--- config.mk ---
export PLATFORM = sky130hd
export DESIGN_NAME = scm_ram
export DESIGN_NICKNAME = d
export VERILOG_FILES = /design/src/rtl/scm_ram.sv
export SDC_FILE = /design/constraint.sdc
export NUM_CORES = 1
export LEC_CHECK = 0
export BUFFER_PORTS_ARGS = -buffer_cell sky130_fd_sc_hd__buf_2
export CAP_MARGIN = 10
export CORE_ASPECT_RATIO = 0.6
export CORE_MARGIN = 2
export CORE_UTILIZATION = 39
export CTS_BUF_LIST = sky130_fd_sc_hd__clkbuf_8
export CTS_CLUSTER_SIZE = 30
export DETAILED_ROUTE_END_ITERATION = 7
export GPL_TIMING_DRIVEN = 1
export PLACE_DENSITY_LB_ADDON = 0.2
export SLEW_MARGIN = 20
export SYNTH_ARGS = -nofsm -noshare
export SYNTH_HDL_FRONTEND = slang
export SYNTH_SLANG_ARGS = --single-unit
--- constraint.sdc ---
create_clock -name clk -period 2.4 [get_ports clk]
set_input_delay 0.36 -clock clk [delete_from_list [all_inputs] [get_ports clk]]
set_output_delay 0.36 -clock clk [all_outputs]
set_load 0.01 [all_outputs]
--- src/rtl/scm_ram.sv ---
// Generic single-write, single-read synchronous RAM with registered read data.
// No dependencies.
`default_nettype none
module scm_ram #(
  parameter int WIDTH  = 8,
  parameter int DEPTH  = 16,
  parameter int ADDR_W = (DEPTH > 1) ? $clog2(DEPTH) : 1
) (
  input  logic              clk,
  input  logic              we,
  input  logic [ADDR_W-1:0] waddr,
  input  logic [WIDTH-1:0]  wdata,
  input  logic [ADDR_W-1:0] raddr,
  output logic [WIDTH-1:0]  rdata
);

  logic [WIDTH-1:0] mem_r [DEPTH];
  logic [WIDTH-1:0] rdata_r;

  // Write port and registered read port.
  always_ff @(posedge clk) begin
    if (we) begin
      mem_r[waddr] <= wdata;
    end
    rdata_r <= mem_r[raddr];
  end

  assign rdata = rdata_r;

endmodule
`default_nettype wire

======== Word-level counts from Yosys, hierarchy flattened ========
Memories as Yosys holds them, arrays and structs flattened. A register that Yosys moved wholly into a read port is not among the register bits.
Cells that the tools add are included.
storage, ports and cells
  register bits after elaboration ......... 0
  bits in latches ......................... 0
  RAM bits ................................ 128
  ROM bits ................................ 0
  input bits .............................. 18
  output and inout bits ................... 8
  logic and storage cells ................. 3
  memories ................................ 1
operators by class
  $add $sub $neg .......................... 0
  multipliers ............................. 0
  div/mod/pow operators ................... 0
  order comparisons ....................... 0
  equal/unequal tests ..................... 0
  shift-type cells ........................ 0
  multiplexer cells ....................... 2
  bitwise logic cells ..................... 0
  reductions and logical operators ........ 0
memory list
  name   depth  bits a word  rd ports  clocked after Yosys merged registers in  wr ports  line  source
  mem_r  16     8            1         1                                        1         17    logic [WIDTH-1:0] mem_r [DEPTH];
operator list
  kind              number
  1-bit 2-to-1 mux  2

======== Depth between registers and ports, before layout ========
  depth in word-level cells ............... 2
  depth in mapped cells ................... 5

======== Least setup slack after synthesis ========
OpenSTA, ideal clock, no wires.
  path kind ............................... input -> register
  start ................................... input waddr[2]
  end ..................................... memory mem_r[0][0], enable pin
  data arrival time ....................... 1.470 ns
  path slack .............................. 0.547 ns
  stages .................................. 2
  path buffers ............................ 0
  cells stage by stage .................... or3b_2 -> nor3_1
RTL lines
  item         line  source
  from (decl)  11    input logic [ADDR_W-1:0] waddr,
  to (decl)    17
No word-level cell before the write port.

======== Worst setup path in the final report ========
  start ................................... input waddr[3]
  end ..................................... memory mem_r[4][4], enable pin
No word-level cell before the write port.

==> results.json <==
{
  "status": "finished, final reports clean",
  "hp-class": "input port to register",
  "synthArstFlopShare_pct": 0,
  "totalWireLength_mm": 10.6,
  "crit_buf_inv": 2,
  "cts_tree": "yes",
  "worstMarginPinSlew_ns": 0.875,
  "first_iter_violations": 202,
  "vias": 2423,
  "dr.pass1.iters": 4,
  "cts_resized": 0,
  "slowest_stage": "nor3_1",
  "cp_top_family": "simple AND/OR/NAND/NOR gates",
  "synth_area_per_cell_um2": 22.5,
  "synth_edf_count": 128,
  "synth_area_leaders": "edfxtp_1, mux4_2, mux4_1, dfxtp_1, a22oi_1",
  "ctsHoldBuffers": 0,
  "peakVddDrop_uv": 387,
  "fin_crit_ns": 1.55,
  "worstSetupStartpointType": "input port",
  "numCtsBuffers": 17,
  "maxCapViolCount": 0,
  "crit_type": "input port to register",
  "hold_violations": 0,
  "drcViolationCount": 0,
  "fp.coreArea_um2": 12900,
  "synth.cell_area_um2": 5150,
  "grt_pass1_wl_mm": 15.8,
  "relSlewSlack_pct": 41.2,
  "io_pins": 26,
  "crit_fanout": 5,
  "clock_skew_ns": 0.00953,
  "required_ns": 2.53,
  "die_area_um2": 14200,
  "n_antenna_cell": 0,
  "p_leak_nw": 2.01,
  "clockRootBuffer": "clkbuf_8",
  "setup_viol": 0,
  "synth_commonest_cells": "edfxtp_1, mux4_2, a22oi_1, mux4_1, nor2_1",
  "cp_data_arrival_time_ns": 1.68,
  "drive_gt1_share_pct": 30.3,
  "die_w_um": 152,
  "synthDistinctLibCells": 19,
  "ys.warnings.count": 0,
  "antenna_found_initial": 0,
  "grt_remaining_overflow": 0,
  "rsz0062_at_grt": "false",
  "dpl.hpwl_mm": 6.69,
  "ys_ff_latch": 136,
  "grt_pass1_vias": 2488,
  "crit_chain": "buf_2 > nand3b_1 > nor3_1 > buf_4",
  "insertion_delay_ns": 0.42,
  "nets": 302,
  "powerDensity_nw_per_um2": 780,
  "finalMaxSlewViolations": 0,
  "ant_nets": 0,
  "synth_largest_area_cell": "edfxtp_1",
  "worst_slack_ns": 0.849,
  "postCtsSetupBuffers": 0,
  "track_usage_pct": 15.9,
  "fin_tns_setup_ns": 0,
  "min_period_over_period_pct": 64.6,
  "cts.clk_slew.worst_paths_ns": 0.07,
  "yosysMostFrequentCell": "edfxtp_1",
  "pre_cts_ws_ns": 0.409,
  "grt_max_degree": 33,
  "port_buffers": 25,
  "row_count": 32,
  "synth_top_flop_cell": "edfxtp_1",
  "syn_to_final_growth_pct": 15.3,
  "yosysSeqAreaShare_pct": 77.8,
  "clock_path_buffers": 2,
  "vias_per_cell": 5.19,
  "fmax_mhz": 645,
  "start_util_pct": 40.1,
  "cp-end-kind": "register",
  "n_fill_cell": 1071,
  "die_h_um": 93.0,
  "place_congestion": 0.799,
  "cts.sinks": 136,
  "h-tree-depth": 4,
  "wl_per_cell_um": 22.7,
  "synthCells": 229,
  "critPathMaxStageDelay_ns": 0.70,
  "synth_nets": 247,
  "synth_top_area_share_pct": 74.7
}
-- kinds of logic after synthesis --
| kind of cell | Yosys count | synth area share [%] |
|---|---|---|
| flip-flops | 136 | 77.8 |
| AND/OR/NAND/NOR | 35 | 3.18 |
| multiplexers | 32 | 15.0 |
| AO/OA/AOI/OAI | 16 | 2.33 |
| buffers and inverters | 10 | 1.68 |
-- metrics by stage --
step	cell area, um2	cells	util (%)	total power [mW]	hold slack [ns]
global route	5940	467	46.2	4.84	0.311
global placement	5580	435	43.4	2.98	0.657
CTS	5940	467	46.2	4.69	0.303
floorplan	5150	229	-	2.86	0.459
finish	5940	467	46.2	4.63	0.328
detailed placement	5580	435	43.4	2.98	0.665
-- report_power, final --
group | total [mW] | internal [mW] | switching (mW)
combinational | 0.254 | 0.108 | 0.146
sequential | 2.67 | 2.65 | 0.0165
clock | 1.71 | 0.888 | 0.822
-- worst paths after layout --
path,from,slack [ns],depth (start not counted),to
max reg2reg,mem_r[1][2]$_DFFE_PP_,1.03,3,rdata[2]$_DFF_P_
max,waddr[3],0.85,4,mem_r[4][4]$_DFFE_PP_
min,wdata[1],0.33,1,mem_r[0][1]$_DFFE_PP_
min reg2reg,mem_r[7][3]$_DFFE_PP_,0.67,3,rdata[3]$_DFF_P_
-- cell usage in the layout, fill, tap and decap left out, types with 2 or more instances in the layout --
master      synthesis  routed
mux4_2             18      18
clkbuf_8            0      17
buf_12              0       2
clkinv_1            0       3
bufinv_16           0       2
buf_4               1      19
a22oi_1            16      16
dfxtp_1             8       8
nor3_1              4       4
clkinv_2            0       4
buf_2               3      25
nand2b_1            2       2
clkinvlp_4          0       2
edfxtp_1          128     128
nor2_1             13      13
nand3b_1            2       2
inv_1               0       4
mux4_1             14      14
nand2_1             9       9
-- state kept, by name (all words and copies together), names as in the netlist --
register	count
mem_r	128
rdata	8
-- cell type report --
cell class,instances,area [um2],area share [%]
clock buffers,17,234,3.94
repair buffers,46,308,5.18
multi-input cells,83,1060,17.8
flip-flops and latches,136,4000,67.4
clock inverters,15,121,2.04
well taps,170,213,3.58
-- per-layer routing --
layer | share of wire [%] | global-route usage (%)
met1 | 46 | 23.8
met2 | 44 | 22.7
met3 | 9.1 | 4.63
met4 | 0.56 | 4.21
met5 | 0 | 0
Power figures use the tool's default switching activity.
