==> config.mk <==
export PLATFORM = sky130hd
export DESIGN_NAME = scm_div
export DESIGN_NICKNAME = d
export VERILOG_FILES = /design/src/rtl/scm_pkg.sv /design/src/rtl/scm_div.sv
export SDC_FILE = /design/constraint.sdc
export NUM_CORES = 1
export LEC_CHECK = 0
export BUFFER_PORTS_ARGS = -buffer_cell sky130_fd_sc_hd__buf_2
export CAP_MARGIN = 40
export CORE_ASPECT_RATIO = 1.25
export CORE_MARGIN = 1
export CORE_UTILIZATION = 55
export CTS_CLUSTER_SIZE = 8
export DETAILED_ROUTE_END_ITERATION = 8
export PLACE_DENSITY = 0.92
export SLEW_MARGIN = 20
export SYNTH_ARGS = -nofsm -noshare
export SYNTH_HDL_FRONTEND = slang
export SYNTH_SLANG_ARGS = --single-unit
==> constraint.sdc <==
create_clock -name clk -period 3.6 [get_ports clk]
set_input_delay 0.72 -clock clk [delete_from_list [all_inputs] [get_ports clk]]
set_output_delay 0.72 -clock clk [all_outputs]
set_load 0.01 [all_outputs]
==> src/rtl/scm_pkg.sv <==
// Shared types and constants of the strip common-mode clusterer.
// No dependencies; imported by scm_div, the top level and the testbench.
`default_nettype none
package scm_pkg;

  // Default geometry and fixed-point format.
  localparam int STRIPS_PER_ASIC_DEF = 64;
  localparam int NUM_ASICS_DEF       = 10;
  localparam int FRAC_BITS_DEF       = 4;

  // Port field widths.
  localparam int STRIP_W  = 10;
  localparam int ADC_W    = 12;
  localparam int PED_W    = 16;
  localparam int NOISE_W  = 12;
  localparam int MULT_W   = 4;
  localparam int CENT_W   = 16;
  localparam int ENERGY_W = 22;
  localparam int SIZE_W   = 6;

  // Result formatting and limits.
  localparam int CENT_FRAC   = 6;
  localparam int MAX_RESULTS = 31;
  localparam int RES_CNT_W   = $clog2(MAX_RESULTS + 1);
  localparam int CENT_MAX    = 65535;
  localparam int ENERGY_MAX  = 4194303;
  localparam int SIZE_MAX    = 63;

  // Configuration registers.
  localparam int CFG_IDX_W = 2;
  localparam logic [CFG_IDX_W-1:0] CFG_CM_CUT  = 2'd0;
  localparam logic [CFG_IDX_W-1:0] CFG_HIT_CUT = 2'd1;
  localparam logic [MULT_W-1:0] CM_CUT_RST  = 4'd6;
  localparam logic [MULT_W-1:0] HIT_CUT_RST = 4'd4;

  // Request kinds.
  localparam logic MODE_LOAD   = 1'b0;
  localparam logic MODE_SAMPLE = 1'b1;

  // One calibration entry as stored in memory.
  typedef struct packed {
    logic               dead;
    logic [NOISE_W-1:0] fine_noise;
    logic [NOISE_W-1:0] raw_noise;
    logic [PED_W-1:0]   pedestal;
  } cal_t;
  localparam int CAL_W = $bits(cal_t);

  // One cluster result without its last flag.
  typedef struct packed {
    logic [CENT_W-1:0]   centroid;
    logic [ENERGY_W-1:0] energy_sum;
    logic [SIZE_W-1:0]   cluster_size;
  } res_t;

  // Divider status toward the controller.
  typedef struct packed {
    logic busy;
    logic done;
  } div_stat_t;

endpackage
`default_nettype wire

==> src/rtl/scm_div.sv <==
// Restoring divider, one quotient bit per cycle, shared by common mode and centroid.
// Depends on scm_pkg for the status struct.
`default_nettype none
module scm_div #(
  parameter int NW = 40,
  parameter int DW = 23
) (
  input  logic                     clk,
  input  logic                     rst_n,
  input  logic                     start,
  input  logic [NW-1:0]            num,
  input  logic [DW-1:0]            den,
  output scm_pkg::div_stat_t       stat,
  output logic [NW-1:0]            quo
);
  import scm_pkg::*;

  localparam int CW = $clog2(NW + 1);

  logic [NW-1:0] quo_r, quo_nxt;
  logic [DW-1:0] rem_r, rem_nxt;
  logic [DW-1:0] den_r, den_nxt;
  logic [CW-1:0] cnt_r, cnt_nxt;
  logic          busy_r, busy_nxt;
  logic          done_r, done_nxt;
  logic [DW:0]   trial;

  // One trial subtraction per cycle.
  always_comb begin
    trial    = {rem_r, quo_r[NW-1]} - {1'b0, den_r};
    quo_nxt  = quo_r;
    rem_nxt  = rem_r;
    den_nxt  = den_r;
    cnt_nxt  = cnt_r;
    busy_nxt = busy_r;
    done_nxt = 1'b0;
    if (start) begin
      quo_nxt  = num;
      rem_nxt  = '0;
      den_nxt  = den;
      cnt_nxt  = CW'(NW);
      busy_nxt = 1'b1;
    end else if (busy_r) begin
      if (!trial[DW]) begin
        rem_nxt = trial[DW-1:0];
        quo_nxt = {quo_r[NW-2:0], 1'b1};
      end else begin
        rem_nxt = {rem_r[DW-2:0], quo_r[NW-1]};
        quo_nxt = {quo_r[NW-2:0], 1'b0};
      end
      cnt_nxt = cnt_r - CW'(1);
      if (cnt_r == CW'(1)) begin
        busy_nxt = 1'b0;
        done_nxt = 1'b1;
      end
    end
  end

  always_ff @(posedge clk) begin
    if (!rst_n) begin
      busy_r <= 1'b0;
      done_r <= 1'b0;
      cnt_r  <= '0;
    end else begin
      busy_r <= busy_nxt;
      done_r <= done_nxt;
      cnt_r  <= cnt_nxt;
    end
    quo_r <= quo_nxt;
    rem_r <= rem_nxt;
    den_r <= den_nxt;
  end

  assign stat.busy = busy_r;
  assign stat.done = done_r;
  assign quo       = quo_r;

  // A new division is only started on an idle unit.
  a_no_restart: assert property (@(posedge clk) disable iff (!rst_n)
    start |-> !busy_r) else $error("divider restarted while busy");

  // Completion follows a busy period.
  a_done_after_busy: assert property (@(posedge clk) disable iff (!rst_n)
    done_r |-> $past(busy_r)) else $error("divider done without work");

endmodule
`default_nettype wire

Yosys cells after proc, flatten, opt, wreduce, memory -nomap -nowiden

Cells that the tools add are included.

Mux-type cells: 10
Add/sub/neg operators: 2
Eq/ne operators: 1
Reduce and logical (&&, ||, !) cells: 3
Bitwise logic cells: 2

Operators by type and width:

| operator              | count |
|---|---|
| $mux W40              | 2 |
| $sub A24 B23 Y24      | 1 |
| $mux W23              | 1 |
| $mux W6               | 2 |
| $eq A6 B1 Y1 const B  | 1 |
| $sub A6 B1 Y6 const B | 1 |
| $mux W1               | 5 |
| $reduce_or A3 Y1      | 1 |
| $not A1 Y1            | 2 |
| $reduce_bool A2 Y1    | 1 |
| $reduce_or A2 Y1      | 1 |

Output and inout bits: 42
Bits in registers: 94

Longest topological paths before layout

Gate-level depths: netlist (run 1).

Word-level depth: 4
Gate-level depth with buffers: 12
Depth with buffers taken out: 12

Worst setup path before layout (run 1)

OpenSTA, ideal clock, no wires.

Kind: in2reg
Start point: in start
End point: reg quo_r[0], in the netlist quo[0] (enable)
Cell stages on the path: 4
Arrival: 2.215 ns
Path buffers: 2
Setup time: 0.394 ns
Slack: 0.990 ns
Data required time: 3.206 ns
Cells stage by stage: clkbuf_1 > clkbuf_1 > nor2_1 > inv_1

Word-level cells in the longest chain between the ends: 1

Ends and longest elaborated chain:

| element                             | line          | source |
|---|---|---|
| start, declared                     | scm_div.sv:10 | `input logic start,` |
| $reduce_bool A2 Y1 (no source line) | --            |  |
| end signal, assigned                | scm_div.sv:69 | `quo_r <= quo_nxt;` |
| end, declared                       | scm_div.sv:20 | `logic [NW-1:0] quo_r, quo_nxt;` |

No other way between the ends.
A chain may end at the register's enable or synchronous reset.

Worst setup path after layout (run 1)

Start point: reg den_r[10]
End point: reg rem_r[8]

Word-level cells in the longest chain between the ends: 2

Ends and longest elaborated chain:

| element                | line          | source |
|---|---|---|
| start, declared        | scm_div.sv:22 | `logic [DW-1:0] den_r, den_nxt;` |
| start signal, assigned | scm_div.sv:71 | `den_r <= den_nxt;` |
| $sub A24 B23 Y24       | scm_div.sv:30 | `trial = {rem_r, quo_r[NW-1]} - {1'b0, den_r};` |
| $mux W23               | scm_div.sv:44 | `if (!trial[DW]) begin` |
| end signal, assigned   | scm_div.sv:70 | `rem_r <= rem_nxt;` |
| end, declared          | scm_div.sv:21 | `logic [DW-1:0] rem_r, rem_nxt;` |

No other way between the ends.

==> key figures, run 1 <==
Outcome
  – Outcome: complete, no violations

Routing
  – DR iter-0 viols: 207
  – DR pass1 iterations: 5
  – WL/cell: approximately 17 µm
  – Final wirelength: about 12,000 µm
  – Final ANT Viol Nets: 0
  – Via count: 3,962
  – Residual DRC: 0
  – Routed vias/inst: 5.74

Timing
  – # setup viols final: 0
  – RSZ-0062 raised after global routing: false
  – Max Clock Skew: 0.0105 ns
  – Final hold viol count: 0
  – Fin crit period: slightly below 3 ns
  – Max transition margin: a little over two fifths
  – Fin crit share: 82.0%
  – Peak Freq: 339 MHz
  – Setup TNS: 0 ns
  – Final slew viol count: 0
  – Tightest Pin Transition: approximately 0.85 ns

Run
  – Max_cap viols: 0

Clock network
  – CTS sink count: 94
  – Max Root-Sink Buffers: 2
  – # resized after CTS: 0
  – Hold_buf cts: 0
  – Clock H-tree levels: 3
  – Reg clk slew, reported paths: 0.06 ns
  – Clk_lat worst skew: 0.35 ns
  – # Post-CTS Setup Buffers: 0
  – Clock buffer count from CTS: 9
  – TritonCTS clock tree: done
  – Root Driver: clkbuf_16

Die
  – Die Span Y: 110 µm
  – Die Footprint: 9750 µm²
  – I/O Pins: 108
  – Starting Density: 56.4%
  – Die Span X: 88.5 µm
  – Core Area: 9130 µm²
  – Site row count: 39

Global route
  – Initial antenna violation count: 0
  – Vias in the first global route: 4,099
  – Pin count of the biggest net entering global routing: 43
  – GR Util All Layers: 26.1%
  – Gr ovfl total: 0
  – First-pass GRT wire length: 19,100 µm

Yosys
  – Primary FF master, synth: edfxtp_1
  – Post-synthesis cell count: 461
  – Synth warn: 0
  – Most frequent cell after synthesis: edfxtp_1
  – Dominant cell type by area after synthesis: edfxtp_1
  – EDFF count, synth: 63
  – Post-synth top cells: edfxtp_1, mux2_2, nor2_1, inv_1
  – Post-Syn Area: 5140 µm²
  – Asr flop ratio synth: 0%
  – Sequential area share after synthesis: 48.8%
  – Synth area leaders: edfxtp_1, dfxtp_1, mux2_2
  – Syn avg cell area: 11.2 µm²
  – Synth unique cells: 56
  – Yosys reg bits: 94
  – Yosys top cell area share: 36.8%
  – Syn Nets: 553

Worst hold path
  – Worst Hold End: rem_r[9]$_SDFFE_PP0P_
  – WHS Path Cells: 1
  – Hold Path Class: reg2reg
  – Critical hold path startpoint: rem_r[9]$_SDFFE_PP0P_

Placed design
  – Placer Congestion: 0.967
  – Placed Area: 5750 µm²
  – IO buf count: between 100 and 150
  – Placed Instances: 674
  – DP HPWL: 8770 µm

Finish
  – Area delta synth->final: 17.6%
  – # fillers: 705
  – Antenna cells: 0
  – Final std cells w/o fill: 690
  – Fin nets: 654
  – Final Cell Area: 6050 µm²
  – Layout cells sized above 1: 31.2%

Critical path
  – Crit-path max FO: 11
  – Max incr delay on CP: 0.40 ns
  – Arrival @ worst endpoint: 3.20 ns
  – CP Launch Type: flip-flop
  – CP Class: reg2reg
  – Reg-to-reg slack, setup: 0.65 ns
  – Crit path capture type: flip-flop
  – Worst path slowest cell: a31oi_2
  – Crit Reg-Reg Endpoint: rem_r[8]$_SDFFE_PP0P_
  – Crit path cell chain: inv_1 -> ha_1 -> a21o_1 -> a311oi_1 -> o31ai_2 -> a31oi_2 -> o221ai_4 -> xor2_2 -> buf_4 -> mux2i_1 -> a211oi_1
  – FF-to-FF path depth: 11
  – Origin of the critical flop-to-flop path: den_r[10]$_DFFE_PP_
  – CP Data Required Time: 3.85 ns

Pwr
  – Pleak: ~2.5 nW
  – Max VDD drop: between 0.0003 and 0.0004 V
  – Pwr per Cell Area: 472 nW/µm²
cells in the final DEF (no fill, tap or decap), types with 5 or more instances in the layout:
master,netlist,layout
a211oi_1,18,18
a21o_1,5,5
a21oi_1,23,23
buf_2,3,107
buf_4,5,6
clkbuf_16,0,9
dfxtp_1,31,31
edfxtp_1,63,63
ha_1,25,25
inv_1,32,32
mux2_2,39,39
mux2i_1,19,19
nand2_1,31,31
nand3_1,8,8
nor2_1,34,34
nor3_1,7,7
o21a_1,6,6
o21ai_0,18,18
xnor2_1,16,16
xor2_1,9,9
metrics by stage:
step	setup slack [ns]	hold slack, ns	total power [mW]	util [%]
floorplan	0.990	0.453	1.72	-
global placement	0.812	0.470	1.86	63.0
detailed placement	0.713	0.483	1.90	63.0
CTS	0.687	0.493	2.86	66.3
global route	0.443	0.525	2.97	66.3
finish	0.648	0.493	2.86	66.3
final cells by class:
cell class	count	area (µm²)	area share [%]
multi-input cells	312	2380	39.3
clock buffers	9	225	3.72
clock inverters	7	76.3	1.26
well taps	123	154	2.54
inverters	32	120	1.99
repair buffers	113	581	9.60
flip-flops and latches	94	2510	41.5
report_power, final:
part	switching (mW)	internal, mW	total (mW)
registers	0.0572	1.26	1.32
logic	0.316	0.249	0.566
clock network	0.428	0.546	0.974
layer usage:
layer | up-vias | part of all wire [%] | track usage [%]
li1 | 1892 | - | -
met1 | 1873 | 37 | 28.2
met2 | 160 | 53 | 46.9
met3 | 37 | 6.7 | 6.55
met4 | 0 | 3.0 | 13.1
met5 | - | 0 | 0
flip-flops by register name, indices dropped and copies added, names as in the netlist:
name    cells
busy_r      1
cnt_r       6
den_r      23
done_r      1
quo        40
rem_r      23
worst max-delay path: cells and delay by family (launching register included):
family          cells  cell delay [ns]
compound gates      6             1.57
xor+xnor            1             0.19
fa+ha+maj           1             0.36
buf+inv             2             0.27
flops               1             0.33
mux                 1             0.14
how the worst max path moves through the flow:
stage	from	to	cells after the start
after global routing	quo[39]$_DFFE_PP_	rem_r[16]$_SDFFE_PP0P_	12
after floorplan	start	quo[0]$_DFFE_PP_	4
after detailed placement	den_r[10]$_DFFE_PP_	rem_r[8]$_SDFFE_PP0P_	11
final	den_r[10]$_DFFE_PP_	rem_r[8]$_SDFFE_PP0P_	11
after global placement	den_r[10]$_DFFE_PP_	quo[0]$_DFFE_PP_	9
after CTS	den_r[10]$_DFFE_PP_	rem_r[3]$_SDFFE_PP0P_	11
logic make-up after synthesis:
| group | share of synthesized area (%) |
|---|---|
| XOR/XNOR | 4.57 |
| AO/OA/AOI/OAI | 14.1 |
| AND/OR/NAND/NOR | 8.93 |
| flip-flops | 48.8 |
| multiplexers | 12.2 |
| buffers and inverters | 4.89 |
| adder cells (fa/ha/maj) | 6.47 |
(Power assumes the default switching activity.)
==> run 2, diff against run 1 <==
--- a/config.mk
+++ b/config.mk
@@ -9,10 +9,10 @@
 export CAP_MARGIN = 40
 export CORE_ASPECT_RATIO = 1.25
 export CORE_MARGIN = 1
-export CORE_UTILIZATION = 55
+export CORE_UTILIZATION = 50
 export CTS_CLUSTER_SIZE = 8
 export DETAILED_ROUTE_END_ITERATION = 8
-export PLACE_DENSITY = 0.92
+export PLACE_DENSITY = 0.89
 export SLEW_MARGIN = 20
 export SYNTH_ARGS = -nofsm -noshare
 export SYNTH_HDL_FRONTEND = slang
==> constraint.sdc (replaced) <==
create_clock -name clk -period 2.5 [get_ports clk]
set_input_delay 0.5 -clock clk [delete_from_list [all_inputs] [get_ports clk]]
set_output_delay 0.5 -clock clk [all_outputs]
set_load 0.01 [all_outputs]
==> key figures, run 2 (synthesis results as in run 1) <==
Outcome
  – Outcome: complete, but fails checks
  – Failing checks: negative setup slack

Routing
  – Via count: 4,339
  – Final wirelength: roughly 14,000 µm
  – Final ANT Viol Nets: 0
  – Residual DRC: 0
  – DR pass1 iterations: 5
  – WL/cell: roughly 19 µm
  – Routed vias/inst: between 5 and 6
  – DR iter-0 viols: 250

Finish
  – Reg area: 2510 µm²
  – Final Cell Area: 6740 µm²
  – Number of flip-flops in the largest register: 40
  – Fin nets: 705
  – Antenna cells: 0
  – Layout cells sized above 1: 42.1%
  – Area delta synth->final: 31.0%
  – Area of the multi-input gates: 2580 µm²
  – Most frequent cells in the layout: buf_2, edfxtp_1, buf_4, mux2_2, nor2_1
  – Final std cells w/o fill: 747
  – # fillers: 702
  – Commonest non-fill, non-tap cell in the layout: buf_2

Placed design
  – DP HPWL: 8970 µm
  – Placed Area: 6020 µm²
  – Placer Congestion: between 0.9 and 1
  – Placed Instances: 709
  – IO buf count: 107

Timing
  – Fin worst setup slack: -0.197 ns
  – Max transition margin: 63.8%
  – Max Clock Skew: 0.00622 ns
  – RSZ-0062 raised after global routing: true
  – Peak Freq: 371 MHz
  – Fin crit period: 2.70 ns
  – Tightest Pin Transition: 0.543 ns
  – Fin crit share: 108%
  – Final slew viol count: 0
  – Final hold viol count: 0
  – # setup viols final: 23

Die
  – Die Span X: between 90 and 100 µm
  – Die Footprint: 10,700 µm²
  – I/O Pins: 108
  – Core Area: 10,100 µm²
  – Site row count: 41
  – Starting Density: 51.2%
  – Die Span Y: around 120 µm

Global route
  – First-pass GRT wire length: 21,200 µm
  – Gr ovfl total: 0
  – Pin count of the biggest net entering global routing: 40
  – Vias in the first global route: ~4,500
  – Initial antenna violation count: 0
  – GR Util All Layers: 25.9%

Critical path
  – Worst path slowest cell: edfxtp_1
  – Delay-heaviest family, CP: compound AO/OA/AOI/OAI gates
  – Most used cell, CP: buf_4
  – Max incr delay on CP: 0.41 ns
  – Crit path cell chain: inv_2 -> ha_4 -> inv_2 -> fa_2 -> a211oi_4 -> o21ai_2 -> a21oi_2 -> buf_4 -> buf_4 -> buf_4 -> buf_4 -> buf_4 -> xnor2_1 -> mux2i_1 -> a211oi_1
  – Crit path capture type: flip-flop
  – Crit-path max FO: 2
  – CP Launch Type: flip-flop
  – Arrival @ worst endpoint: 2.95 ns
  – Buf+Inv Stages, Crit Path: 7
  – CP Data Required Time: 2.75 ns
  – CP Class: reg2reg

Clock network
  – Clock buffer count from CTS: 9
  – TritonCTS clock tree: done
  – Root Driver: clkbuf_16
  – Clock H-tree levels: 3
  – CTS sink count: 94
  – Reg clk slew, reported paths: 0.07 ns
  – Hold_buf cts: 0
  – Max Root-Sink Buffers: 2
  – Clk_lat worst skew: around 0.34 ns

Worst hold path
  – Hold Path Class: in2reg

Pwr
  – Max VDD drop: between 0.0005 and 0.0006 V
  – Pwr per Cell Area: between 600 and 700 nW/µm²
  – Pleak: 2.82 nW
  – Overall Power: 4.45 mW

Run
  – Max_cap viols: 0
## run 2: final timing paths
path / from / to / slack, ns / depth (start not counted)
worst max-delay path: quo[39]$_DFFE_PP_ / rem_r[10]$_SDFFE_PP0P_ / -0.20 / 15
worst min-delay path: den[4] / den_r[4]$_DFFE_PP_ / 0.33 / 1
worst max register to register: quo[39]$_DFFE_PP_ / rem_r[10]$_SDFFE_PP0P_ / -0.20 / 15
worst min register to register: rem_r[11]$_SDFFE_PP0P_ / rem_r[11]$_SDFFE_PP0P_ / 0.50 / 2
## run 2: power by group
part / total (mW) / switching [mW] / internal (mW)
Clock: 1.52 / 0.625 / 0.893
Combinational: 1.04 / 0.549 / 0.490
Sequential: 1.89 / 0.0824 / 1.81
## run 2: cell type report
type / instances / area share, %
Clock inverter: 7 / 1.56
Timing Repair Buffer: 164 / 15.4
Clock buffer: 9 / 3.34
Sequential cell: 94 / 37.3
Inverter: 32 / 1.78
Tap cell: 129 / 2.39
Multi-Input combinational cell: 312 / 38.3
## run 2: repair_timing
item / in CTS / in global routing
buffers inserted: 9 / 13
setup endpoints to repair: 24 / 24
cloned: 1 / 0
gates resized for setup: 18 / 34
pin swaps: 17 / 31
## run 2: layer usage
layer	vias up	track usage [%]	wire, µm
met4	0	12.7	471
met2	232	47.2	7320
met3	49	6.88	966
li1	2000	-	-
met1	2058	27.6	5090
met5	-	0	0
## run 2: per-stage QoR
| step | hold WS (ns) | util [%] | TNS (ns) | setup WS (ns) |
|---|---|---|---|---|
| floorplan | 0.444 | - | -1.01 | -0.0704 |
| global placement | 0.474 | 59.9 | -0.915 | -0.0735 |
| detailed placement | 0.486 | 59.9 | -3.72 | -0.205 |
| CTS | 0.322 | 64.9 | -1.38 | -0.111 |
| global route | 0.314 | 67.0 | -4.93 | -0.374 |
| finish | 0.332 | 67.0 | -2.47 | -0.197 |
